$ cat src/hdl/cgm_pkg.sv
// ----------------------------------------------------------------------------
// cgm_pkg
// Types, constants and the xorshift step shared by the genome mutator.
// ----------------------------------------------------------------------------
`timescale 1ns / 1ps
`default_nettype none

package cgm_pkg;

   // Field widths
   localparam int WORD_W    = 32;
   localparam int NODE_W    = 5;
   localparam int TABLE_W   = 16;
   localparam int ROUTE_W   = 20;
   localparam int OMAP_W    = 18;
   localparam int ROUTE_BITS = 5;
   localparam int OUT_BITS  = 6;
   localparam int ROUTE_FIELDS = 4;
   localparam int OUT_FIELDS = 3;
   localparam int RANGE_W   = 6;
   localparam int FIELD_W   = 2;
   localparam int ADDR_W    = 4;

   // Default structure of the genome
   localparam int NODE_COUNT_DEF     = 30;
   localparam int PRIMARY_INPUTS_DEF = 3;
   localparam int OUTPUT_COUNT_DEF   = 3;

   // Register reset values
   localparam logic [WORD_W-1:0] TABLE_THR_RESET = 32'd141733920;
   localparam logic [WORD_W-1:0] ROUTE_THR_RESET = 32'd34359738;
   localparam logic [WORD_W-1:0] SEED_RESET      = 32'h1234_5678;

   // Register indexes
   localparam logic [1:0] REG_TABLE_THR = 2'd0;
   localparam logic [1:0] REG_ROUTE_THR = 2'd1;
   localparam logic [1:0] REG_SEED      = 2'd2;

   // Item kinds
   localparam logic KIND_NODE = 1'b0;
   localparam logic KIND_OUT  = 1'b1;

   typedef struct packed {
      logic               item_kind;
      logic [NODE_W-1:0]  node_index;
      logic [TABLE_W-1:0] truth_table;
      logic [ROUTE_W-1:0] routing_word;
      logic [OMAP_W-1:0]  output_map;
   } cgm_req_type;

   typedef struct packed {
      logic [TABLE_W-1:0] new_truth_table;
      logic [ROUTE_W-1:0] new_routing_word;
      logic [OMAP_W-1:0]  new_output_map;
      logic               changed;
   } cgm_rsp_type;

   // Classified item handed from front to back
   typedef struct packed {
      logic               kind;
      logic [RANGE_W-1:0] range;
      logic [TABLE_W-1:0] truth_table;
      logic [ROUTE_W-1:0] routing_word;
      logic [OMAP_W-1:0]  output_map;
   } cgm_work_type;

   // Control settings from the register file to the back end
   typedef struct packed {
      logic [WORD_W-1:0] table_threshold;
      logic [WORD_W-1:0] route_threshold;
      logic              seed_load;
      logic [WORD_W-1:0] seed_value;
   } cgm_ctrl_type;

   // One xorshift step: x ^= x<<13; x ^= x>>17; x ^= x<<5
   function automatic logic [WORD_W-1:0] xorshift(input logic [WORD_W-1:0] x);
      logic [WORD_W-1:0] a;
      logic [WORD_W-1:0] b;
      a = x ^ (x << 13);
      b = a ^ (a >> 17);
      return b ^ (b << 5);
   endfunction

endpackage

`default_nettype wire

$ cat src/hdl/cgm_front.sv
// ----------------------------------------------------------------------------
// cgm_front
// Accepts request transfers, clamps the node index, forms the source range
// and holds classified items in a two-entry queue for the back end.
// ----------------------------------------------------------------------------
`timescale 1ns / 1ps
`default_nettype none

module cgm_front
   import cgm_pkg::*;
#(
   parameter int NODE_COUNT     = NODE_COUNT_DEF,
   parameter int PRIMARY_INPUTS = PRIMARY_INPUTS_DEF
) (
   input  wire logic         clock,
   input  wire logic         reset,
   input  wire logic         push,
   output logic              full,
   input  wire cgm_req_type  req_data,
   output logic              work_valid,
   output cgm_work_type      work_data,
   input  wire logic         work_take
);

   localparam logic [NODE_W-1:0] NODE_MAX = NODE_W'(NODE_COUNT - 1);

   cgm_work_type      entry_ff [2];
   logic [1:0]        count_ff, count_in;
   logic              wr_ptr_ff, wr_ptr_in;
   logic              rd_ptr_ff, rd_ptr_in;
   logic [NODE_W-1:0] node_clamped;
   cgm_work_type      classified;
   logic              do_push;
   logic              do_pop;

   // Classification: clamp node number, pick the scaling range
   always_comb begin
      node_clamped = (req_data.node_index > NODE_MAX) ? NODE_MAX : req_data.node_index;
      classified.kind = req_data.item_kind;
      if (req_data.item_kind == KIND_OUT) begin
         classified.range = RANGE_W'(NODE_COUNT);
      end else begin
         classified.range = RANGE_W'(PRIMARY_INPUTS) + RANGE_W'(node_clamped);
      end
      classified.truth_table  = req_data.truth_table;
      classified.routing_word = req_data.routing_word;
      classified.output_map   = req_data.output_map;
   end

   assign full       = (count_ff == 2'd2);
   assign work_valid = (count_ff != 2'd0);
   assign work_data  = entry_ff[rd_ptr_ff];
   assign do_push    = push && !full;
   assign do_pop     = work_take && work_valid;

   // Queue pointers and fill level
   always_comb begin
      wr_ptr_in = do_push ? !wr_ptr_ff : wr_ptr_ff;
      rd_ptr_in = do_pop ? !rd_ptr_ff : rd_ptr_ff;
      count_in  = count_ff + {1'b0, do_push} - {1'b0, do_pop};
   end

   always_ff @(posedge clock) begin
      if (reset) begin
         count_ff  <= '0;
         wr_ptr_ff <= 1'b0;
         rd_ptr_ff <= 1'b0;
      end else begin
         count_ff  <= count_in;
         wr_ptr_ff <= wr_ptr_in;
         rd_ptr_ff <= rd_ptr_in;
      end
   end

   // Entry storage
   always_ff @(posedge clock) begin
      if (do_push) begin
         entry_ff[wr_ptr_ff] <= classified;
      end
   end

endmodule

`default_nettype wire

$ cat src/hdl/cgm_back.sv
// ----------------------------------------------------------------------------
// cgm_back
// Sequencer that carries out one classified item with one generator draw
// per cycle in its test and load states, and the result register seen by the response side.
// ----------------------------------------------------------------------------
`timescale 1ns / 1ps
`default_nettype none

module cgm_back
   import cgm_pkg::*;
#(
   parameter int PRIMARY_INPUTS = PRIMARY_INPUTS_DEF,
   parameter int OUTPUT_COUNT   = OUTPUT_COUNT_DEF
) (
   input  wire logic          clock,
   input  wire logic          reset,
   input  wire cgm_ctrl_type  ctrl,
   input  wire logic          work_valid,
   input  wire cgm_work_type  work_data,
   output logic               work_take,
   output logic               empty,
   input  wire logic          pop,
   output cgm_rsp_type        rsp_data
);

   localparam int PROD_W = WORD_W + RANGE_W;

   localparam logic [2:0] S_IDLE  = 3'd0;
   localparam logic [2:0] S_TTEST = 3'd1;
   localparam logic [2:0] S_TLOAD = 3'd2;
   localparam logic [2:0] S_RTEST = 3'd3;
   localparam logic [2:0] S_RLOAD = 3'd4;
   localparam logic [2:0] S_DONE  = 3'd5;

   logic [2:0]         state_ff, state_in;
   logic [WORD_W-1:0]  gen_ff, gen_in;
   logic [FIELD_W-1:0] field_ff, field_in;
   cgm_work_type       work_ff, work_in;
   logic               changed_ff, changed_in;
   cgm_rsp_type        rsp_ff, rsp_in;
   logic               rsp_valid_ff, rsp_valid_in;
   logic [WORD_W-1:0]  draw;
   logic [PROD_W-1:0]  prod;
   logic [RANGE_W-1:0] scaled;
   logic [OUT_BITS-1:0] out_src;
   logic               last_field;
   logic               rsp_free;

   // Next draw and source scaling by multiply-high
   always_comb begin
      draw    = xorshift(gen_ff);
      prod    = PROD_W'(draw) * PROD_W'(work_ff.range);
      scaled  = prod[PROD_W-1:WORD_W];
      out_src = OUT_BITS'(scaled) + OUT_BITS'(PRIMARY_INPUTS);
      if (work_ff.kind == KIND_OUT) begin
         last_field = (field_ff == FIELD_W'(OUTPUT_COUNT - 1));
      end else begin
         last_field = (field_ff == FIELD_W'(ROUTE_FIELDS - 1));
      end
   end

   assign rsp_free = !rsp_valid_ff || pop;

   // Sequencer
   always_comb begin
      state_in     = state_ff;
      gen_in       = gen_ff;
      field_in     = field_ff;
      work_in      = work_ff;
      changed_in   = changed_ff;
      rsp_in       = rsp_ff;
      rsp_valid_in = rsp_valid_ff && !pop;
      work_take    = 1'b0;
      case (state_ff)
         S_IDLE: begin
            if (work_valid) begin
               work_take  = 1'b1;
               work_in    = work_data;
               field_in   = '0;
               changed_in = 1'b0;
               state_in   = (work_data.kind == KIND_OUT) ? S_RTEST : S_TTEST;
            end
         end
         S_TTEST: begin
            gen_in   = draw;
            state_in = (draw < ctrl.table_threshold) ? S_TLOAD : S_RTEST;
         end
         S_TLOAD: begin
            gen_in               = draw;
            work_in.truth_table  = draw[TABLE_W-1:0];
            changed_in           = 1'b1;
            state_in             = S_RTEST;
         end
         S_RTEST: begin
            gen_in = draw;
            if (draw < ctrl.route_threshold) begin
               state_in = S_RLOAD;
            end else if (last_field) begin
               state_in = S_DONE;
            end else begin
               field_in = field_ff + 1'b1;
            end
         end
         S_RLOAD: begin
            gen_in     = draw;
            changed_in = 1'b1;
            // replace the selected source field
            if (work_ff.kind == KIND_OUT) begin
               for (int l = 0; l < OUT_FIELDS; l++) begin
                  if (field_ff == FIELD_W'(l)) begin
                     work_in.output_map[l*OUT_BITS +: OUT_BITS] = out_src;
                  end
               end
            end else begin
               for (int l = 0; l < ROUTE_FIELDS; l++) begin
                  if (field_ff == FIELD_W'(l)) begin
                     work_in.routing_word[l*ROUTE_BITS +: ROUTE_BITS] =
                        scaled[ROUTE_BITS-1:0];
                  end
               end
            end
            if (last_field) begin
               state_in = S_DONE;
            end else begin
               field_in = field_ff + 1'b1;
               state_in = S_RTEST;
            end
         end
         S_DONE: begin
            if (rsp_free) begin
               rsp_in.new_truth_table  = work_ff.truth_table;
               rsp_in.new_routing_word = work_ff.routing_word;
               rsp_in.new_output_map   = work_ff.output_map;
               rsp_in.changed          = changed_ff;
               rsp_valid_in            = 1'b1;
               state_in                = S_IDLE;
            end
         end
         default: begin
            state_in = S_IDLE;
         end
      endcase
      // seed write reloads the generator (the user writes it only while idle; the block does not enforce this)
      if (ctrl.seed_load) begin
         gen_in = ctrl.seed_value;
      end
   end

   always_ff @(posedge clock) begin
      if (reset) begin
         state_ff     <= S_IDLE;
         gen_ff       <= SEED_RESET;
         rsp_valid_ff <= 1'b0;
      end else begin
         state_ff     <= state_in;
         gen_ff       <= gen_in;
         rsp_valid_ff <= rsp_valid_in;
      end
   end

   // Payload registers
   always_ff @(posedge clock) begin
      field_ff   <= field_in;
      work_ff    <= work_in;
      changed_ff <= changed_in;
      rsp_ff     <= rsp_in;
   end

   assign empty    = !rsp_valid_ff;
   assign rsp_data = rsp_ff;

endmodule

`default_nettype wire

$ cat src/hdl/cgp_genome_mutator_top.sv
// ----------------------------------------------------------------------------
// cgp_genome_mutator_top
// Point mutation of Cartesian genetic programming gene words.
// ----------------------------------------------------------------------------
// Gene words enter through a queue-style request port and leave as mutated
// words through a queue-style response port, one result per item, in order.
// The back end picks an item up, makes one draw of the single xorshift
// generator per cycle in its test and load steps, one draw per threshold
// test and one more per hit, and hands the item off once the result
// register is free. A two-entry queue in front takes new items while the
// back end works, and a result register holds a finished result until it is
// popped. Writing the seed register reloads the generator; the user must
// write registers only while no item is in flight, which the block does not
// enforce.
`timescale 1ns / 1ps
`default_nettype none

module cgp_genome_mutator_top
   import cgm_pkg::*;
#(
   parameter int NODE_COUNT     = NODE_COUNT_DEF,
   parameter int PRIMARY_INPUTS = PRIMARY_INPUTS_DEF,
   parameter int OUTPUT_COUNT   = OUTPUT_COUNT_DEF
) (
   input  wire logic              clock,
   input  wire logic              reset,
   input  wire logic              push,
   output logic                   full,
   input  wire cgm_req_type       req_data,
   output logic                   empty,
   input  wire logic              pop,
   output cgm_rsp_type            rsp_data,
   input  wire logic              psel,
   input  wire logic              penable,
   input  wire logic              pwrite,
   input  wire logic [ADDR_W-1:0] paddr,
   input  wire logic [WORD_W-1:0] pwdata,
   output logic [WORD_W-1:0]      prdata,
   output logic                   pready
);

   logic [WORD_W-1:0] table_thr_ff;
   logic [WORD_W-1:0] route_thr_ff;
   logic [WORD_W-1:0] seed_ff;
   logic [1:0]        reg_index;
   logic              csr_write;
   cgm_ctrl_type      ctrl;
   logic              work_valid;
   logic              work_take;
   cgm_work_type      work_data;

   // Register file
   assign pready    = 1'b1;
   assign reg_index = paddr[ADDR_W-1:2];
   assign csr_write = psel && penable && pwrite && pready;

   always_ff @(posedge clock) begin
      if (reset) begin
         table_thr_ff <= TABLE_THR_RESET;
         route_thr_ff <= ROUTE_THR_RESET;
         seed_ff      <= SEED_RESET;
      end else if (csr_write) begin
         case (reg_index)
            REG_TABLE_THR: table_thr_ff <= pwdata;
            REG_ROUTE_THR: route_thr_ff <= pwdata;
            REG_SEED:      seed_ff      <= pwdata;
            default: begin
            end
         endcase
      end
   end

   always_comb begin
      case (reg_index)
         REG_TABLE_THR: prdata = table_thr_ff;
         REG_ROUTE_THR: prdata = route_thr_ff;
         REG_SEED:      prdata = seed_ff;
         default:       prdata = '0;
      endcase
   end

   always_comb begin
      ctrl.table_threshold = table_thr_ff;
      ctrl.route_threshold = route_thr_ff;
      ctrl.seed_load       = csr_write && (reg_index == REG_SEED);
      ctrl.seed_value      = pwdata;
   end

   cgm_front #(
      .NODE_COUNT     (NODE_COUNT),
      .PRIMARY_INPUTS (PRIMARY_INPUTS)
   ) u_front (
      .clock      (clock),
      .reset      (reset),
      .push       (push),
      .full       (full),
      .req_data   (req_data),
      .work_valid (work_valid),
      .work_data  (work_data),
      .work_take  (work_take)
   );

   cgm_back #(
      .PRIMARY_INPUTS (PRIMARY_INPUTS),
      .OUTPUT_COUNT   (OUTPUT_COUNT)
   ) u_back (
      .clock      (clock),
      .reset      (reset),
      .ctrl       (ctrl),
      .work_valid (work_valid),
      .work_data  (work_data),
      .work_take  (work_take),
      .empty      (empty),
      .pop        (pop),
      .rsp_data   (rsp_data)
   );

endmodule

`default_nettype wire

$ cat config.mk
export PLATFORM = sky130hd
export DESIGN_NAME = cgp_genome_mutator_top
export DESIGN_NICKNAME = d
export VERILOG_FILES = /design/src/hdl/cgm_pkg.sv /design/src/hdl/cgm_front.sv /design/src/hdl/cgm_back.sv /design/src/hdl/cgp_genome_mutator_top.sv
export SDC_FILE = /design/constraint.sdc
export NUM_CORES = 1
export LEC_CHECK = 0
export BUFFER_PORTS_ARGS = -buffer_cell sky130_fd_sc_hd__buf_4
export CORE_AREA = 2 2 265 202
export CTS_BUF_LIST = sky130_fd_sc_hd__clkbuf_8
export CTS_CLUSTER_SIZE = 12
export DETAILED_ROUTE_END_ITERATION = 10
export DIE_AREA = 0 0 267 204
export HOLD_SLACK_MARGIN = 0.02
export PLACE_DENSITY = 0.65
export SYNTH_ARGS = -nofsm -noshare
export SYNTH_HDL_FRONTEND = slang
export SYNTH_HIERARCHICAL = 1
export SYNTH_SLANG_ARGS = --single-unit
$ cat constraint.sdc
create_clock -name clock -period 7.32 [get_ports clock]
set_clock_uncertainty 0.2 [all_clocks]
set_input_delay 0.732 -clock clock [delete_from_list [all_inputs] [get_ports clock]]
set_output_delay 0.732 -clock clock [all_outputs]
set_load 0.02 [all_outputs]
==> results.tsv <==
stage	metric	value	unit
routing	Routed Antenna Nets	0	
synth	Synth Area in Simple Gates	0.148	
routing	met3 WL	2.93	mm
timing	Max-Slew Margin vs Limit	0.203	
routing	Vias	16359	
global_routing	first-pass GRT wire length	93.0	mm
cts	Worst-Skew Late Latency	680	ps
synth	synth top area cells	edfxtp_1 (31%), dfxtp_1 (12%), fa_1 (10%), ha_1 (6.1%), mux2i_1 (5.7%)	
cts	clk sinks	378	
synth	Mapped Area	0.0231	mm²
synth	Synth Instances	2157	
setup_path	reg2reg end	u_back/work_ff[4]$_DFFE_PP_	
synth	Synth top cells by count	edfxtp_1 (241), inv_1 (238), nor2_1 (166), and2_1 (155), nand2_1 (148)	
timing	final worst-path cycle share	0.948	
routing	wire length on met1	27.1	mm
run	max cap viols	0	
status	status	finished, final reports clean	
cts	Clock Path Buffers	3	
cts	# Post-CTS Setup Buffers	0	
setup_path	Worst Setup Start Kind	flop	
synth	share of the synthesized area in the top cell type	0.313	
floorplanning	DIE WIDTH	267	µm
setup_path	r2r worst-path depth	21	
synth	number of unique standard cell types used by synthesis	77	
synth	YS warnings	6	
routing	drt pass-1 iters	5	
global_routing	vias in the first global route	16998	
cts	CTS tree	yes	
synth	leading area contributor after synthesis	edfxtp_1	
cells_and_area	Area Growth Syn to Fin	16.7	%
synth	register area share after synthesis	0.432	
floorplanning	full die area	0.0545	mm²
global_routing	initial antenna violation count	0	
place	GPL Wtd Cong	0.879	
routing	Via density	5.18	
synth	Avg Inst Size Synth	10.7	µm²
synth	adder-cell area share of the yosys netlist	0.165	
routing	DRC	0	
global_routing	grt ovf	0	
routing	Routed WL	58.9	mm
timing	min Tclk post-route	6940	ps
synth	largest family of logic cells by synthesized area	adder cells	
hold_path	Hold Path Stages	1	
timing	# setup viols final	0	
setup_path	Setup Crit Path Kind	reg2reg	
timing	max frequency	144	MHz
synth	Synth Net Count	2492	
cts	CTS H-Tree Depth	2	
hold_path	hold wc startpoint	req_data[43]	
place	Port Buf Inserts	189	
routing	Starting DRT DRC Count	1233	
timing	Slew @ Worst Pin	1190	ps
timing	unrepaired setup endpoints after global routing	no	
cells_and_area	Nets	2737	
floorplanning	DIE HEIGHT	204	µm
routing	uppermost layer routed	met4	
cts	TritonCTS Buffers	61	
setup_path	reg2reg setup slack	380	ps
setup_path	Crit path required time	7490	ps
synth	FFs w/ async S/R, synth	0	
synth	dominant synthesized flop cell	edfxtp_1	
synth	Seq cells post-synth	378	
timing	Hold Fails Final Rpt	0	
setup_path	Crit Path Max Fanout	9	
timing	count of pins over their slew limit	0	
setup_path	CP Capture Type	flop	
floorplanning	Initial Util	0.443	
synth	Post-Synth XOR/XNOR Area	0.0323	
floorplanning	area of the core	0.0522	mm²
routing	Routed WL per cell	18.6	µm
floorplanning	Ports	193	
synth	Compound-Gate Fraction of Synth Area	0.0700	
global_routing	GRT Util Overall	0.218	
hold_path	HP Class	in2reg	
cells_and_area	share of layout cells above drive strength 1	0.176	
global_routing	largest net degree at the start of global routing	110	
routing	routed length on met2	27.7	mm
cts	Root Driver	clkbuf_8	
synth	EDFF count, synth	241	
hold_path	WHS Endpoint	u_front/entry_ff[1][43]$_DFFE_PP_	
synth	multiplexer share of the synthesized area	0.0943	
synth	top-count cell post-synth	edfxtp_1	
setup_path	RR Startpoint	u_back/gen_ff[5]$_SDFFE_PP1P_	
setup_path	Worst Path Arrival	7110	ps
timing	Fin Setup TNS	0	ps
floorplanning	Core Rows	73	
cts	Clock Pin Slew Worst Setup and Hold Paths	60	ps
place	Post-DP HPWL	42.2	mm
==> per-layer routing <==
metal	up-vias	GRT usage
li1	7727	-
met1	8129	0.307
met2	420	0.357
met3	83	0.0277
met4	0	0.0578
met5	-	0
==> worst max-delay path, stage by stage (launching register included) <==
cell,delay [ps]
dfxtp_1,490
xor3_2,570
xnor2_1,760
and2_1,250
fa_1,450
fa_1,490
inv_1,60
fa_1,530
inv_1,40
ha_1,310
a211oi_1,270
o22a_1,180
a21oi_1,130
or3_1,410
a41o_1,250
xor2_1,290
inv_1,130
ha_1,250
a21oi_1,120
nand2_1,80
xnor2_1,280
o21ai_1,90
==> layout by cell type (no fill, tap or decap), types with 22 or more instances in the layout <==
cell type / Yosys / final
a21o_1: 40 / 40
a21oi_1: 72 / 72
buf_4: 3 / 241
o21ai_0: 62 / 62
clkbuf_8: 0 / 69
dlygate4sd3_1: 0 / 35
nand2_1: 148 / 147
dfxtp_1: 137 / 136
mux2i_1: 132 / 132
nor2_1: 166 / 165
edfxtp_1: 241 / 241
xnor2_1: 54 / 51
mux2_2: 76 / 76
fa_1: 120 / 120
nand2b_1: 97 / 97
nor3_1: 22 / 22
ha_1: 112 / 112
and2_1: 155 / 155
inv_1: 238 / 252
==> logic make-up after synthesis <==
logic type,after synthesis
DFF,378
adders and majority gates,232
other,1
muxes,208
xor gates and xnor gates,80
and+or+nand+nor,668
AOI/OAI and AO/OA,256
buffers and inverters,334
==> worst max-delay path by stage <==
stage / from / slack (ps) / to / depth (start not counted)
after floorplan: u_back/gen_ff[10]$_SDFFE_PP1P_ / 1320 / u_back/work_ff[10]$_DFFE_PP_ / 22
after global placement: u_back/gen_ff[4]$_SDFFE_PP1P_ / 590 / u_back/work_ff[4]$_DFFE_PP_ / 23
after detailed placement: u_back/gen_ff[5]$_SDFFE_PP1P_ / 520 / u_back/work_ff[4]$_DFFE_PP_ / 21
after CTS: u_back/gen_ff[4]$_SDFFE_PP1P_ / 400 / u_back/work_ff[4]$_DFFE_PP_ / 23
after global routing: u_back/gen_ff[9]$_SDFFE_PP1P_ / 40 / u_back/work_ff[16]$_DFFE_PP_ / 22
final: u_back/gen_ff[5]$_SDFFE_PP1P_ / 380 / u_back/work_ff[4]$_DFFE_PP_ / 21
==> layout make-up <==
| cell class | count | area [µm²] |
|---|---|---|
| fill | 4621 | 25200 |
| multi-input combinational | 1445 | 11800 |
| sequential | 378 | 9980 |
| timing repair buffer | 276 | 2160 |
| clock buffer | 69 | 950 |
| inverter | 240 | 901 |
| tap | 712 | 891 |
| clock inverter | 39 | 246 |
| antenna | 1 | 2.50 |
==> stage by stage <==
step	instance area, µm²	cells	hold WS [ps]	worst slack [ps]	util
finish	27000	3160	73.8	381	0.517
floorplan	23100	2157	200	1320	-
global route	26900	3159	29.3	41.8	0.517
CTS	26900	3159	23.2	400	0.516
global placement	25400	3016	203	591	0.487
detailed placement	25400	3016	205	521	0.487
==> flip-flops by register name, indices dropped and copies added (netlist names), named ones only <==
signal	flops
table_thr_ff	32
u_back/state_ff	3
u_front/wr_ptr_ff	1
u_front/rd_ptr_ff	1
u_back/field_ff	2
u_back/work_ff	61
u_back/changed_ff	1
route_thr_ff	32
u_back/gen_ff	32
u_front/entry_ff	122
u_back/rsp_data	55
u_back/rsp_valid_ff	1
u_front/count_ff	2
seed_ff	32
==> what timing repair did <==
action | 4_1_cts | 5_1_grt
hold buffers | 35 | 0
resized for setup | 0 | 2
endpoints found under the setup margin | 0 | 3
endpoints found under the hold margin | 69 | 0
Power is not shown: default switching activity piles up to over one toggle a cycle in this logic, so the estimate is an artifact.
